`src/heading_slew_toward_point_unit_macros.svh`:
```
// Assertion helpers for the heading slew block.
// Both sample on clk and are disabled while rst_n is low.
`ifndef HEADING_SLEW_TOWARD_POINT_UNIT_MACROS_SVH
`define HEADING_SLEW_TOWARD_POINT_UNIT_MACROS_SVH

// Consequent must hold in the same cycle as the antecedent.
`define HSP_ASSERT_SAME(lbl, ante, cons, msg) \
  lbl: assert property (@(posedge clk) disable iff (!rst_n) (ante) |-> (cons)) \
    else $error(msg);

// Consequent must hold in the cycle after the antecedent.
`define HSP_ASSERT_NEXT(lbl, ante, cons, msg) \
  lbl: assert property (@(posedge clk) disable iff (!rst_n) (ante) |=> (cons)) \
    else $error(msg);

`endif

```
`src/hsp_pkg.sv`:
```
package hsp_pkg;

  // Coordinate and iteration setup
  localparam int COORD_WIDTH  = 32;
  localparam int CORDIC_STEPS = 16;

  // Vector registers: difference is COORD_WIDTH+1 bits, CORDIC gain adds under two more
  localparam int VEC_W    = COORD_WIDTH + 4;
  localparam int IDX_W    = $clog2(CORDIC_STEPS);
  localparam int TAB_IW   = 5;
  localparam int ANG_W    = 26;
  localparam int ANG_FRAC = 8;
  localparam int HEAD_W   = 16;

  localparam logic signed [ANG_W-1:0] ANG_HALF  = ANG_W'(32'sh0080_0000);
  localparam logic signed [ANG_W-1:0] ANG_QUART = ANG_W'(32'sh0040_0000);
  localparam logic signed [ANG_W-1:0] ANG_ROUND = ANG_W'((1 << ANG_FRAC) - 1);

  localparam logic [HEAD_W-1:0] HALF_TURN = 16'h8000;
  localparam logic [HEAD_W-1:0] RATE_RST  = 16'd2730;

  // CORDIC vector plus angle accumulator
  typedef struct packed {
    logic signed [VEC_W-1:0] x;
    logic signed [VEC_W-1:0] y;
    logic signed [ANG_W-1:0] z;
  } cordic_vec_t;

  // atan(2^-i) in 1/256 binary angle units
  function automatic logic signed [ANG_W-1:0] atan_entry(input logic [TAB_IW-1:0] i);
    logic signed [ANG_W-1:0] v;
    case (i)
      5'd0:    v = ANG_W'(32'sd2097152);
      5'd1:    v = ANG_W'(32'sd1238021);
      5'd2:    v = ANG_W'(32'sd654136);
      5'd3:    v = ANG_W'(32'sd332050);
      5'd4:    v = ANG_W'(32'sd166669);
      5'd5:    v = ANG_W'(32'sd83416);
      5'd6:    v = ANG_W'(32'sd41718);
      5'd7:    v = ANG_W'(32'sd20860);
      5'd8:    v = ANG_W'(32'sd10430);
      5'd9:    v = ANG_W'(32'sd5215);
      5'd10:   v = ANG_W'(32'sd2608);
      5'd11:   v = ANG_W'(32'sd1304);
      5'd12:   v = ANG_W'(32'sd652);
      5'd13:   v = ANG_W'(32'sd326);
      5'd14:   v = ANG_W'(32'sd163);
      5'd15:   v = ANG_W'(32'sd81);
      5'd16:   v = ANG_W'(32'sd41);
      5'd17:   v = ANG_W'(32'sd20);
      5'd18:   v = ANG_W'(32'sd10);
      5'd19:   v = ANG_W'(32'sd5);
      5'd20:   v = ANG_W'(32'sd3);
      5'd21:   v = ANG_W'(32'sd1);
      5'd22:   v = ANG_W'(32'sd1);
      default: v = '0;
    endcase
    return v;
  endfunction

endpackage

```
`src/hsp_cordic_step.sv`:
```
module hsp_cordic_step (
  input  hsp_pkg::cordic_vec_t     vec_in,
  input  logic [hsp_pkg::IDX_W-1:0] idx,
  output hsp_pkg::cordic_vec_t     vec_out
);

  logic signed [hsp_pkg::VEC_W-1:0] x_sh;
  logic signed [hsp_pkg::VEC_W-1:0] y_sh;
  logic signed [hsp_pkg::ANG_W-1:0] ang;
  logic [hsp_pkg::TAB_IW-1:0]       tab_idx;

  // Shifted terms round toward minus infinity
  assign x_sh    = vec_in.x >>> idx;
  assign y_sh    = vec_in.y >>> idx;
  assign tab_idx = hsp_pkg::TAB_IW'(idx);
  assign ang     = hsp_pkg::atan_entry(tab_idx);

  // Rotate toward the x axis; hold when already on it
  always_comb begin
    vec_out = vec_in;
    if (vec_in.y > 0) begin
      vec_out.x = vec_in.x + y_sh;
      vec_out.y = vec_in.y - x_sh;
      vec_out.z = vec_in.z + ang;
    end else if (vec_in.y < 0) begin
      vec_out.x = vec_in.x - y_sh;
      vec_out.y = vec_in.y + x_sh;
      vec_out.z = vec_in.z - ang;
    end
  end

endmodule

```
`src/heading_slew_toward_point_unit.sv`:
```
// Each item passes from input transfer through a pre-rotation state, CORDIC_STEPS rotation
// steps through the shared step unit, then the turn and finish states before out_valid.
// One item is processed at a time; in_stall is high while busy, and a finished result
// waits in the output register without blocking intake.
// Reset (synchronous, rst_n low): heading 0, turn_rate 2730, no result pending.
`include "heading_slew_toward_point_unit_macros.svh"

module heading_slew_toward_point_unit (
  input  logic        clk,
  input  logic        rst_n,
  input  logic        cfg_wr_en,
  input  logic [15:0] cfg_wr_data,
  input  logic        in_valid,
  output logic        in_stall,
  input  logic [31:0] in_self_x,
  input  logic [31:0] in_self_z,
  input  logic [31:0] in_target_x,
  input  logic [31:0] in_target_z,
  input  logic        in_gradual,
  output logic        out_valid,
  input  logic        out_stall,
  output logic [15:0] out_new_heading,
  output logic [15:0] out_bearing,
  output logic        out_on_target
);

  localparam int CW = hsp_pkg::COORD_WIDTH;
  localparam int VW = hsp_pkg::VEC_W;
  localparam int AW = hsp_pkg::ANG_W;
  localparam int HW = hsp_pkg::HEAD_W;
  localparam int IW = hsp_pkg::IDX_W;

  localparam logic [2:0] S_IDLE = 3'd0;
  localparam logic [2:0] S_PRE  = 3'd1;
  localparam logic [2:0] S_STEP = 3'd2;
  localparam logic [2:0] S_TURN = 3'd3;
  localparam logic [2:0] S_FIN  = 3'd4;

  localparam logic [IW-1:0] STEP_LAST = IW'(hsp_pkg::CORDIC_STEPS - 1);

  logic [2:0]    state_r, state_nxt;
  logic [IW-1:0] step_r, step_nxt;
  hsp_pkg::cordic_vec_t vec_r, vec_nxt, vec_step;
  logic          grad_r, grad_nxt;
  logic [HW-1:0] brg_r, brg_nxt;
  logic [HW-1:0] heading_r, heading_nxt;
  logic [HW-1:0] rate_r;
  logic          out_valid_r, out_valid_nxt;
  logic [HW-1:0] out_head_r, out_brg_r;
  logic          out_on_r;

  logic signed [VW-1:0] sx, sz, tx, tz;
  logic signed [AW-1:0] z_trunc;
  logic [HW-1:0]        diff;
  logic                 dir_up;
  logic [HW:0]          mag;
  logic [HW-1:0]        head_calc;
  logic                 in_xfer, fin_go;

  // Shared rotation unit
  hsp_cordic_step u_step (
    .vec_in  (vec_r),
    .idx     (step_r),
    .vec_out (vec_step)
  );

  assign in_stall = (state_r != S_IDLE);
  assign in_xfer  = in_valid && !in_stall;
  assign fin_go   = (state_r == S_FIN) && !(out_valid_r && out_stall);

  // Sign-extend the used coordinate bits
  assign sx = VW'(signed'(in_self_x[CW-1:0]));
  assign sz = VW'(signed'(in_self_z[CW-1:0]));
  assign tx = VW'(signed'(in_target_x[CW-1:0]));
  assign tz = VW'(signed'(in_target_z[CW-1:0]));

  // Drop the fraction, truncating toward zero
  assign z_trunc = (vec_r.z < 0) ? (vec_r.z + hsp_pkg::ANG_ROUND) : vec_r.z;

  // Wrapped gap; exactly half a turn counts as upward only when the bearing is larger
  assign diff   = brg_r - heading_r;
  assign dir_up = !diff[HW-1] || ((diff == hsp_pkg::HALF_TURN) && (brg_r > heading_r));
  assign mag    = dir_up ? {1'b0, diff} : {1'b0, (~diff) + 1'b1};

  always_comb begin
    if (!grad_r || (mag < {1'b0, rate_r})) begin
      head_calc = brg_r;
    end else if (dir_up) begin
      head_calc = heading_r + rate_r;
    end else begin
      head_calc = heading_r - rate_r;
    end
  end

  // Sequencer
  always_comb begin
    state_nxt   = state_r;
    step_nxt    = step_r;
    vec_nxt     = vec_r;
    grad_nxt    = grad_r;
    brg_nxt     = brg_r;
    heading_nxt = heading_r;
    case (state_r)
      S_IDLE: begin
        if (in_xfer) begin
          vec_nxt.x = tz - sz;
          vec_nxt.y = tx - sx;
          vec_nxt.z = '0;
          grad_nxt  = in_gradual;
          state_nxt = S_PRE;
        end
      end
      S_PRE: begin
        // Fold into the right half plane
        if (vec_r.x == 0 && vec_r.y == 0) begin
          vec_nxt.z = '0;
        end else if (vec_r.x == 0) begin
          vec_nxt.y = '0;
          if (vec_r.y > 0) begin
            vec_nxt.z = hsp_pkg::ANG_QUART;
            vec_nxt.x = vec_r.y;
          end else begin
            vec_nxt.z = -hsp_pkg::ANG_QUART;
            vec_nxt.x = -vec_r.y;
          end
        end else if (vec_r.x < 0) begin
          vec_nxt.z = (vec_r.y >= 0) ? hsp_pkg::ANG_HALF : -hsp_pkg::ANG_HALF;
          vec_nxt.x = -vec_r.x;
          vec_nxt.y = -vec_r.y;
        end
        step_nxt  = '0;
        state_nxt = S_STEP;
      end
      S_STEP: begin
        vec_nxt  = vec_step;
        step_nxt = step_r + 1'b1;
        if (step_r == STEP_LAST) begin
          state_nxt = S_TURN;
        end
      end
      S_TURN: begin
        brg_nxt   = z_trunc[hsp_pkg::ANG_FRAC +: HW];
        state_nxt = S_FIN;
      end
      S_FIN: begin
        if (fin_go) begin
          heading_nxt = head_calc;
          state_nxt   = S_IDLE;
        end
      end
      default: begin
        state_nxt = S_IDLE;
      end
    endcase
  end

  // Output register: load on finish, drop after transfer
  always_comb begin
    out_valid_nxt = out_valid_r;
    if (fin_go) begin
      out_valid_nxt = 1'b1;
    end else if (!out_stall) begin
      out_valid_nxt = 1'b0;
    end
  end

  always_ff @(posedge clk) begin
    if (!rst_n) begin
      state_r     <= S_IDLE;
      heading_r   <= '0;
      rate_r      <= hsp_pkg::RATE_RST;
      out_valid_r <= 1'b0;
    end else begin
      state_r     <= state_nxt;
      heading_r   <= heading_nxt;
      out_valid_r <= out_valid_nxt;
      if (cfg_wr_en) begin
        rate_r <= cfg_wr_data;
      end
    end
  end

  always_ff @(posedge clk) begin
    step_r <= step_nxt;
    vec_r  <= vec_nxt;
    grad_r <= grad_nxt;
    brg_r  <= brg_nxt;
    if (fin_go) begin
      out_head_r <= head_calc;
      out_brg_r  <= brg_r;
      out_on_r   <= (head_calc == brg_r);
    end
  end

  assign out_valid       = out_valid_r;
  assign out_new_heading = out_head_r;
  assign out_bearing     = out_brg_r;
  assign out_on_target   = out_on_r;

  `HSP_ASSERT_NEXT(a_fin_loads, fin_go, out_valid && (out_on_target == (out_new_heading == out_bearing)), "finished result not loaded consistently")
  `HSP_ASSERT_NEXT(a_snap, fin_go && !grad_r, out_new_heading == out_bearing, "snap item did not land on bearing")
  `HSP_ASSERT_NEXT(a_last_step, (state_r == S_STEP) && (step_r == STEP_LAST), state_r == S_TURN, "rotation did not end after last step")
  `HSP_ASSERT_SAME(a_busy, (state_r == S_STEP) || (state_r == S_TURN), in_stall && (heading_r == $past(heading_r)), "heading moved or intake open mid-item")

endmodule

```
`config.mk`:
```
export PLATFORM = sky130hd
export DESIGN_NAME = heading_slew_toward_point_unit
export DESIGN_NICKNAME = d
export VERILOG_FILES = /design/src/hsp_pkg.sv /design/src/hsp_cordic_step.sv /design/src/heading_slew_toward_point_unit.sv
export VERILOG_INCLUDE_DIRS = /design/src /design/src/src
export SDC_FILE = /design/constraint.sdc
export NUM_CORES = 1
export LEC_CHECK = 0
export BUFFER_PORTS_ARGS = -buffer_cell sky130_fd_sc_hd__buf_2
export CAP_MARGIN = 20
export CORE_ASPECT_RATIO = 0.6
export CORE_UTILIZATION = 50
export DETAILED_ROUTE_END_ITERATION = 7
export HOLD_SLACK_MARGIN = 0.03
export PLACE_DENSITY_LB_ADDON = 0.3
export SYNTH_ARGS = -nofsm -noshare
export SYNTH_HDL_FRONTEND = slang
export SYNTH_SLANG_ARGS = --single-unit
```
`constraint.sdc`:
```
create_clock -name clk -period 33.8 [get_ports clk]
set_input_delay 10.14 -clock clk [delete_from_list [all_inputs] [get_ports clk]]
set_output_delay 10.14 -clock clk [all_outputs]
set_load 0.1 [all_outputs]
```
* Yosys cells after proc, flatten, opt, wreduce, memory -nomap -nowiden
Memories as Yosys holds them, arrays and structs flattened. A register that Yosys moved wholly into a read port is not among the register bits. Cells that the tools add are included.
Storage, ports and cells: flip-flop bits (word level) 188, ROM bits 704, input port bits 150, output and inout port bits 35, word-level logic and storage cells 100, memories 1
Cells by class: add/subtract/negate cells 16, magnitude comparators 7, eq/ne operators 15, shift operators 2, multiplexer cells 23, bitwise gates (word level) 1, reduce and logical (&&, ||, !) cells 22
Memories:
- (name not given) | depth 32, width 22, read ports 1, clocked after memory_dff 1, write ports 0, line hsp_pkg.sv:32 | case (i)
Operator list (number):
- 98-bit two-way mux | 5
- 98-bit case mux with 3 select lines | 1
- 26-bit two-way mux | 3
- 36-bit adder | 2
- 36-bit zero test | 2
- 36-bit by 1-bit less-than comparator with 1-bit output, second input constant | 2
- 72-bit two-way mux | 1
- 36-bit negator | 2
- 36-bit by 4-bit >>> shifter with 36-bit output | 2
- 36-bit subtractor | 2
- 32-bit by 32-bit subtractor with 33-bit output | 2
- 16-bit two-way mux | 3
- 36-bit by 1-bit greater-or-equal comparator with 1-bit output, second input constant | 1
- 36-bit by 1-bit greater-than comparator with 1-bit output, second input constant | 1
- 36-bit two-way mux | 1
- 16-bit subtractor | 2
- 26-bit adder | 1
- 26-bit by 1-bit less-than comparator with 1-bit output, second input constant | 1
- 26-bit subtractor | 1
- 24-bit by 9-bit adder with 24-bit output, second input constant | 1
- 24-bit two-way mux | 1
- 16-bit by 1-bit adder with 16-bit output, second input constant | 1
- 16-bit adder | 1
- 16-bit == test | 1
- other kinds (29) | 46

* Longest topological paths before layout
Gate-level depths: netlist of the first run.
depth in word-level cells 9, mapped depth 29, mapped depth without buffers 25

* Hierarchy
A second synthesis of the first run with hierarchy kept.
Second synthesis, totals: cell total of the unflattened synthesis 4075, area total of the unflattened synthesis 30760.8 um^2
By module, submodules not included:
- heading_slew_toward_point_unit | instances 1, cells an instance 1805, area each 15954.1 um^2, sequential area each 5285.1 um^2
- hsp_cordic_step | instances 1, cells an instance 2270, area each 14806.7 um^2, sequential area each 0.0 um^2

* Least setup slack after synthesis of the first run
Ideal clock, no wire load.
path type input -> register, start point in in_valid, end point reg vec_r[26] (netlist bit) (enable), setup time 0.612 ns, data arrival time 17.036 ns, data required time 33.188 ns, path slack 16.152 ns, stages on the path 5, buffers on the path 0, cell sequence inv_1 -> a21oi_1 -> nand2_1 -> a21oi_1 -> a21boi_0
On the way: cells in the longest elaborated chain, start to end 3
Ends and longest elaborated chain:
- start: declaration | line heading_slew_toward_point_unit.sv:13 | input logic in_valid,
- 1-bit logical AND | line heading_slew_toward_point_unit.sv:68 | assign in_xfer = in_valid && !in_stall;
- 2-bit inequality test (no source line)
- 5-bit AND reduction (no source line)
- end signal: assignment | line heading_slew_toward_point_unit.sv:185 | vec_r <= vec_nxt;
- end: declaration | line heading_slew_toward_point_unit.sv:43 | hsp_pkg::cordic_vec_t vec_r, vec_nxt, vec_step;
No other way between the ends. A chain may end at the register's enable or synchronous reset.

==> flow_metrics.py, run 1 <==
metrics = {
    "die": {
        "die_x_um": 304,
        "num_io_pins": 185,
        "start_util_pct": 51.4,
        "core-area_mm2": 0.0533,
        "num_rows": 65,
        "dieArea_mm2": 0.0557,
        "fp.dieH_um": 183,
    },
    "power_and_ir_drop": {
        "combinationalPowerShare_pct": 68.1,
        "share_seq_of_total_power_pct": 20.2,
        "p_per_area_mw_per_mm2": 82.7,
        "ir_drop_uv": 59.0,
        "p_leak_nw": 12.1,
        "swShare_pct": 51.0,
        "pwr-share-clk_pct": 11.7,
        "p_int_mw": 1.20,
        "netSwitchingPower_mw": 1.25,
    },
    "cts": {
        "cts-root-buf": "clkbuf_16",
        "clockBufferDepth": 3,
        "hold_buffers": 0,
        "clkTransAtPathRegs_ns": 0.07,
        "cts.sinks": 210,
        "cts_tree": "yes",
        "cts_buffers": 25,
        "ctsResizeCount": 0,
        "h-tree-depth": 1,
        "post_cts.repair.setup_buffers": 0,
        "insertion_delay_ns": 0.58,
    },
    "worst_setup_path": {
        "critPathMaxFanout": 4,
        "setup.worst_path.end_class": "register",
        "worstPathRequired_ns": 34.20,
        "r2r_end": "vec_r[97]$_DFFE_PP_",
        "timing.rr.start": "vec_r[27]$_DFFE_PP_",
        "path_class": "input pin to register",
        "r2r_cells": 23,
        "rrSetupSlack_ns": 25.85,
        "crit_arrival_ns": 14.08,
        "start_kind": "input pin",
    },
    "routing": {
        "via_per_inst": 6.33,
        "routed_wirelength_um": 89100,
        "drt_pass1_iterations": 8,
        "drt_iter0_drc": 3357,
        "drc": 0,
        "avgRoutedWirePerCell_um": 21.6,
        "via_count": 26000,
        "final_antenna_net_count": 0,
    },
    "synth": {
        "synth_top_cell_by_area": "edfxtp_1",
        "ys_seq_area_share_pct": 20.9,
        "avgSynthCellArea_um2": 8.21,
        "synth-seq-cells": 210,
        "synth_edf_count": 152,
        "synthXorXnorAreaFrac_pct": 12.4,
        "synthAdderAreaFrac_pct": 10.6,
        "syn_nets": 3709,
        "synthSimpleGateAreaFrac_pct": 18.2,
        "async_reset_ff_share_pct": 0,
        "synthFlopType": "edfxtp_1",
        "synth_top_family_by_area": "compound AO/OA/AOI/OAI gates",
        "synthTopCellsByArea": "edfxtp_1 (17%), ha_1 (10%), xnor2_1 (6.7%)",
        "synth-compound-area-share_pct": 21.3,
        "muxShareOfSynthArea_pct": 11.1,
        "yosys_warnings": 0,
        "netlist_instances": 3332,
        "yosysTopAreaCellShare_pct": 16.7,
        "ys_types": 98,
        "syn_area_mm2": 0.0274,
    },
    "min_path": {
        "hold_path.class": "register to register",
        "min_from": "heading_r[2]$_SDFFE_PN0P_",
        "hold_path_depth": 1,
        "hold_end": "heading_r[2]$_SDFFE_PN0P_",
    },
    "placed_design": {
        "place_inst": 4069,
        "place_ws_ns": 19.69,
        "place_congestion": 1.03,
        "dpl.hpwl_um": 67700,
        "portBuffers": 184,
    },
    "finish": {
        "areaGrowthSynthToFinish_pct": 7.87,
        "final_nets": 3771,
        "drive_above_1_share_pct": 12.8,
        "instances_no_fill": 4115,
        "diodes": 0,
    },
    "sta": {
        "min_period_ns": 13.69,
        "setup_violations": 0,
        "rsz0062_at_grt": "no",
        "worst_slack_ns": 20.11,
        "worst_pin_slew_ns": 1.15,
        "finClkSkew_ns": 0.00910,
        "slew-limit-headroom_pct": 23.5,
        "finalCritPeriodShare_pct": 40.5,
        "fin_setup_tns_ns": 0,
        "hold_viol": 0,
        "fmaxAchievable_mhz": 73.1,
        "final_max_slew_viol_count": 0,
    },
    "flow_run": {
        "maxCapViolCount": 0,
    },
    "global_route": {
        "grt.overflow.total": 0,
        "grt_pass1_vias": 23400,
        "grt_max_degree": 73,
        "grt_pass1_wl_um": 137000,
        "grt_antenna_before_repair": 0,
        "grt.total_usage_pct": 31.2,
    },
    "run_status": {
        "status": "completed",
    },
}
per-layer routing:
| layer | up-vias | share of wire [%] | track usage (%) | wire [µm] |
|---|---|---|---|---|
| met5 | - | 0 | 0 | 0 |
| met4 | 0 | 2.0 | 6.44 | 1740 |
| met3 | 122 | 14 | 10.1 | 12600 |
| met2 | 1466 | 36 | 39.8 | 32400 |
| met1 | 12100 | 48 | 49.1 | 42400 |
| li1 | 12300 | - | - | - |
cells by family after synthesis:
logic type	count (synthesis)
buf+inv	370
flops	210
fa+ha+maj	227
mux	212
compound gates	906
simple gates	1021
xor+xnor	386
through the flow:
step | total power, mW | instance area (µm²) | hold WS, ns | utilization, %
2_1_floorplan | 1.69 | 27400 | 0.487 | -
3_3_place_gp | 2.08 | 28700 | 0.528 | 53.8
3_5_place_dp | 2.09 | 28700 | 0.534 | 53.8
4_1_cts | 2.39 | 29500 | 0.550 | 55.4
5_1_grt | 2.60 | 29500 | 0.569 | 55.4
6_report | 2.44 | 29500 | 0.548 | 55.4
state kept, by name (all words and copies together), names as in the netlist, 3 cells and up:
signal           flops
vec_r               98
out_new_heading     16
out_bearing         16
rate_r              16
u_step.ang          22
brg_r               16
state_r              3
step_r               4
heading_r           16
critical path, cell delays in order:
cell      delay [ns]
buf_2           0.09
inv_1           0.05
ha_1            0.17
fa_1            0.21
nor2b_1         0.07
o31ai_1         0.40
a211oi_1        0.22
o21ai_0         0.89
a31oi_1         0.39
a21oi_1         0.49
nor4b_1         0.13
nor3_1          0.63
a21oi_1         0.07
o21ai_0         0.12
synth_stat cells (38+ instances only):
| master | instances |
|---|---|
| xor2_1 | 175 |
| a21oi_1 | 234 |
| nand2_1 | 302 |
| or3_1 | 38 |
| xnor2_1 | 209 |
| nor2b_1 | 67 |
| nand2b_1 | 48 |
| mux2_2 | 62 |
| nor3_1 | 69 |
| edfxtp_1 | 152 |
| dfxtp_1 | 58 |
| a21o_1 | 80 |
| o21ai_0 | 218 |
| nor2_1 | 261 |
| inv_1 | 178 |
| clkbuf_1 | 129 |
| ha_1 | 220 |
| mux2i_1 | 84 |
| mux4_2 | 63 |
| nand3_1 | 62 |
cells in the final DEF (no fill, tap or decap), drive strengths merged, types with 21 or more instances in the layout:
master	Yosys	final
o21a	30	30
a211oi	31	31
and2	24	24
edfxtp	152	152
a21o	80	80
nand2	304	304
o22ai	22	22
nor4	25	25
a21oi	234	234
ha	220	220
mux2i	84	84
o21ai	222	222
buf	56	220
o31ai	21	21
a22oi	33	33
mux2	62	62
or3	38	38
nand3	62	62
xor2	175	175
nor2b	67	67
dfxtp	58	58
a31oi	37	37
nor3	69	69
mux4	66	66
o21bai	22	22
nor2	262	262
o211ai	29	29
clkbuf	129	27
xnor2	211	211
inv	182	186
nand2b	48	48
nand4	29	29
o221ai	23	23
power by group through the flow:
stage | logic (mW) | registers, mW | clock network (mW)
2_1_floorplan | 1.30 | 0.395 | 0
3_3_place_gp | 1.59 | 0.485 | 0
3_5_place_dp | 1.61 | 0.486 | 0
4_1_cts | 1.62 | 0.481 | 0.288
5_1_grt | 1.81 | 0.494 | 0.298
6_report | 1.66 | 0.494 | 0.285
cell type report:
class	instances	area, µm²
flip-flops and latches	210	5730
clock inverters	18	184
fillers	4935	23800
repair buffers	220	1190
inverters	185	694
well taps	703	880
multi-input cells	2752	20200
clock buffers	27	643
worst max path at each step:
| stage | from | end | slack (ns) |
|---|---|---|---|
| after floorplan | in_valid | vec_r[26]$_DFFE_PP_ | 16.15 |
| after global placement | in_self_x[0] | vec_r[58]$_DFFE_PP_ | 19.82 |
| after detailed placement | in_self_x[0] | vec_r[59]$_DFFE_PP_ | 19.69 |
| after CTS | in_self_x[0] | vec_r[59]$_DFFE_PP_ | 20.29 |
| after global routing | in_self_z[2] | vec_r[94]$_DFFE_PP_ | 19.97 |
| final | in_target_z[0] | vec_r[96]$_DFFE_PP_ | 20.11 |
No activity file was read; power rests on OpenSTA's default activity.
==> run 2, diff against run 1 <==
--- a/config.mk
+++ b/config.mk
@@ -6,6 +6,7 @@
 export SDC_FILE = /design/constraint.sdc
 export NUM_CORES = 1
 export LEC_CHECK = 0
+export ABC_AREA = 1
 export BUFFER_PORTS_ARGS = -buffer_cell sky130_fd_sc_hd__buf_2
 export CAP_MARGIN = 20
 export CORE_ASPECT_RATIO = 0.6
==> constraint.sdc (replaced) <==
create_clock -name clk -period 11.3 [get_ports clk]
set_input_delay 3.39 -clock clk [delete_from_list [all_inputs] [get_ports clk]]
set_output_delay 3.39 -clock clk [all_outputs]
set_load 0.1 [all_outputs]
==> run 2 against run 1 <==
  * Core utilization fell by 0.27 points
  * Critical path depth rose by 14
  * Synthesized cell count rose by 39%
  * Via count rose by 24%
  * Non-clock buffer count fell by 7
  * Largest power group unchanged
==> flow_metrics.py, run 2 <==
metrics = {
    "finish": {
        "finalInstanceArea_mm2": 0.0310,
        "areaGrowthSynthToFinish_pct": 8.09,
        "final_common_cell": "nand2_1",
        "diodes": 0,
        "mostFrequentLayoutCells": "nand2_1 (1079), inv_1 (640), nand3_1 (453)",
        "drive_above_1_share_pct": 7.23,
        "final_nets": 5105,
        "largest_reg_flops": 98,
        "n_fill_cell": 5784,
        "largest_register": "vec_r",
    },
    "cts": {
        "cts-root-buf": "clkbuf_16",
        "h-tree-depth": 1,
        "cts.sinks": 210,
        "cts_tree": "yes",
        "clockBufferDepth": 3,
        "insertion_delay_ns": 0.59,
        "hold_buffers": 0,
        "ctsResizeCount": 0,
        "cts_buffers": 24,
        "post_cts.repair.setup_buffers": 0,
        "clkTransAtPathRegs_ns": 0.06,
    },
    "sta": {
        "finClkSkew_ns": 0.0469,
        "finalCritPeriodShare_pct": 60.1,
        "slew-limit-headroom_pct": 31.6,
        "final_max_slew_viol_count": 0,
        "fin_setup_tns_ns": 0,
        "worst_hold_slack_ns": 0.529,
        "rsz0062_at_grt": "no",
        "hold_viol": 0,
        "min_period_ns": 6.79,
        "fmaxAchievable_mhz": 147,
        "setup_violations": 0,
        "worst_pin_slew_ns": 1.03,
    },
    "worst_setup_path": {
        "path_class": "register to register",
        "cpPeakStageDelay_ns": 0.86,
        "start_kind": "register",
        "crit_arrival_ns": 7.11,
        "worstPathRequired_ns": 11.62,
        "path_delay_family": "simple AND/OR/NAND/NOR gates",
        "crit_buf_inv": 3,
        "cp_common_cell": "nand2_1",
        "slowest_stage": "inv_1",
        "critPathMaxFanout": 40,
        "setup.worst_path.end_class": "register",
    },
    "synth": {
        "yosys_warnings": 0,
        "syn_area_mm2": 0.0287,
        "synthSimpleGateAreaFrac_pct": 32.4,
        "async_reset_ff_share_pct": 0,
        "synth-seq-cells": 210,
        "ys_seq_area_share_pct": 20.0,
        "yosysTopAreaCellShare_pct": 15.9,
        "post-synth-top-count-cell": "nand2_1",
        "avgSynthCellArea_um2": 6.21,
        "muxShareOfSynthArea_pct": 0.0698,
        "synth_common_cells": "nand2_1 (1079), inv_1 (644), nand3_1 (453)",
        "synth-compound-area-share_pct": 19.7,
        "synthFlopType": "edfxtp_1",
        "synthXorXnorAreaFrac_pct": 6.78,
        "netlist_instances": 4619,
        "synthTopCellsByArea": "edfxtp_1 (16%), nand2_1 (14%), ha_1 (9.6%)",
        "ys_types": 59,
        "synthAdderAreaFrac_pct": 10.1,
        "synth_top_cell_by_area": "edfxtp_1",
        "syn_nets": 4996,
        "synth_edf_count": 152,
        "synth_top_family_by_area": "simple AND/OR/NAND/NOR gates",
    },
    "global_route": {
        "grt_pass1_vias": 28200,
        "grt_max_degree": 75,
        "grt.total_usage_pct": 35.2,
        "grt_pass1_wl_um": 162000,
        "grt_antenna_before_repair": 3,
        "grt.overflow.total": 0,
    },
    "routing": {
        "final_antenna_net_count": 0,
        "drt_pass1_iterations": 8,
        "via_count": 32300,
        "routed_wirelength_um": 106000,
        "drt_iter0_drc": 4529,
        "avgRoutedWirePerCell_um": 19.3,
        "via_per_inst": 5.87,
        "drc": 0,
    },
    "die": {
        "fp.dieH_um": 188,
        "num_rows": 67,
        "die_x_um": 311,
        "num_io_pins": 185,
        "dieArea_mm2": 0.0584,
        "start_util_pct": 51.0,
        "core-area_mm2": 0.0563,
    },
    "run_status": {
        "status": "completed",
    },
    "flow_run": {
        "maxCapViolCount": 0,
    },
    "min_path": {
        "hold_path.class": "register to register",
    },
    "power_and_ir_drop": {
        "ir_drop_uv": 204,
        "p_leak_nw": 15.1,
        "p_per_area_mw_per_mm2": 309,
    },
    "placed_design": {
        "dpl.hpwl_um": 85100,
        "portBuffers": 184,
        "place_congestion": 1.05,
        "placed_area_mm2": 0.0301,
    },
}
==> run 2: kinds of logic (layout without fill, tap and decap cells) <==
logic type,Yosys count,in the layout
AND/OR/NAND/NOR,2166,2166
buffers and inverters,789,916
adder cells (fa/ha/maj),227,227
flip-flops,210,210
AO/OA/AOI/OAI,1003,1003
XOR/XNOR,222,222
multiplexers,2,2
==> run 2: stage by stage <==
stage	util [%]	instances	setup WS, ns	power, mW
finish	55.1	5505	4.51	9.58
global placement	53.6	5458	4.90	8.35
floorplan	-	4619	3.65	6.42
detailed placement	53.6	5458	4.77	8.38
CTS	55.0	5502	4.73	9.25
global route	55.1	5505	3.92	10.3
==> run 2: worst paths after layout <==
check,start,to,slack (ns),depth (start not counted)
worst min register to register,out_valid$_SDFFE_PN0P_,out_valid$_SDFFE_PN0P_,0.53,2
worst max-delay path,brg_r[2]$_DFFE_PP_,out_on_target$_DFFE_PP_,4.51,28
worst min-delay path,out_valid$_SDFFE_PN0P_,out_valid$_SDFFE_PN0P_,0.53,2
worst max register to register,brg_r[2]$_DFFE_PP_,out_on_target$_DFFE_PP_,4.51,28
==> run 2: where the power goes <==
group	total (mW)	internal [mW]	switching (mW)
Combinational	7.14	2.23	4.91
Sequential	1.61	1.16	0.450
Clock	0.827	0.453	0.374
Total	9.58	3.84	5.74
==> run 2: routing by layer <==
| metal | routed length, µm | part of all wire, % | track usage [%] |
|---|---|---|---|
| met2 | 36300 | 34 | 42.7 |
| met1 | 49600 | 47 | 55.7 |
| met4 | 1660 | 1.6 | 5.34 |
| met3 | 18600 | 17 | 15.2 |
| met5 | 36 | 0.034 | 0 |
==> run 2: worst reg2reg max path: cells and delay by family (launching register included) <==
family | cells | cell delay, ns
flops | 1 | 0.50
fa+ha+maj | 2 | 0.72
simple gates | 20 | 3.32
xor+xnor | 2 | 0.66
buf+inv | 3 | 1.22
compound gates | 1 | 0.11
==> run 2: layout make-up <==
| class | count | area, µm² | area share (%) |
|---|---|---|---|
| clock inverter | 12 | 98.8 | 0.319 |
| inverter | 659 | 2470 | 7.98 |
| timing repair buffer | 213 | 1190 | 3.83 |
| clock buffer | 32 | 714 | 2.30 |
| tap | 759 | 950 | 3.06 |
| multi-input combinational | 3620 | 19900 | 64.0 |
| sequential | 210 | 5730 | 18.5 |
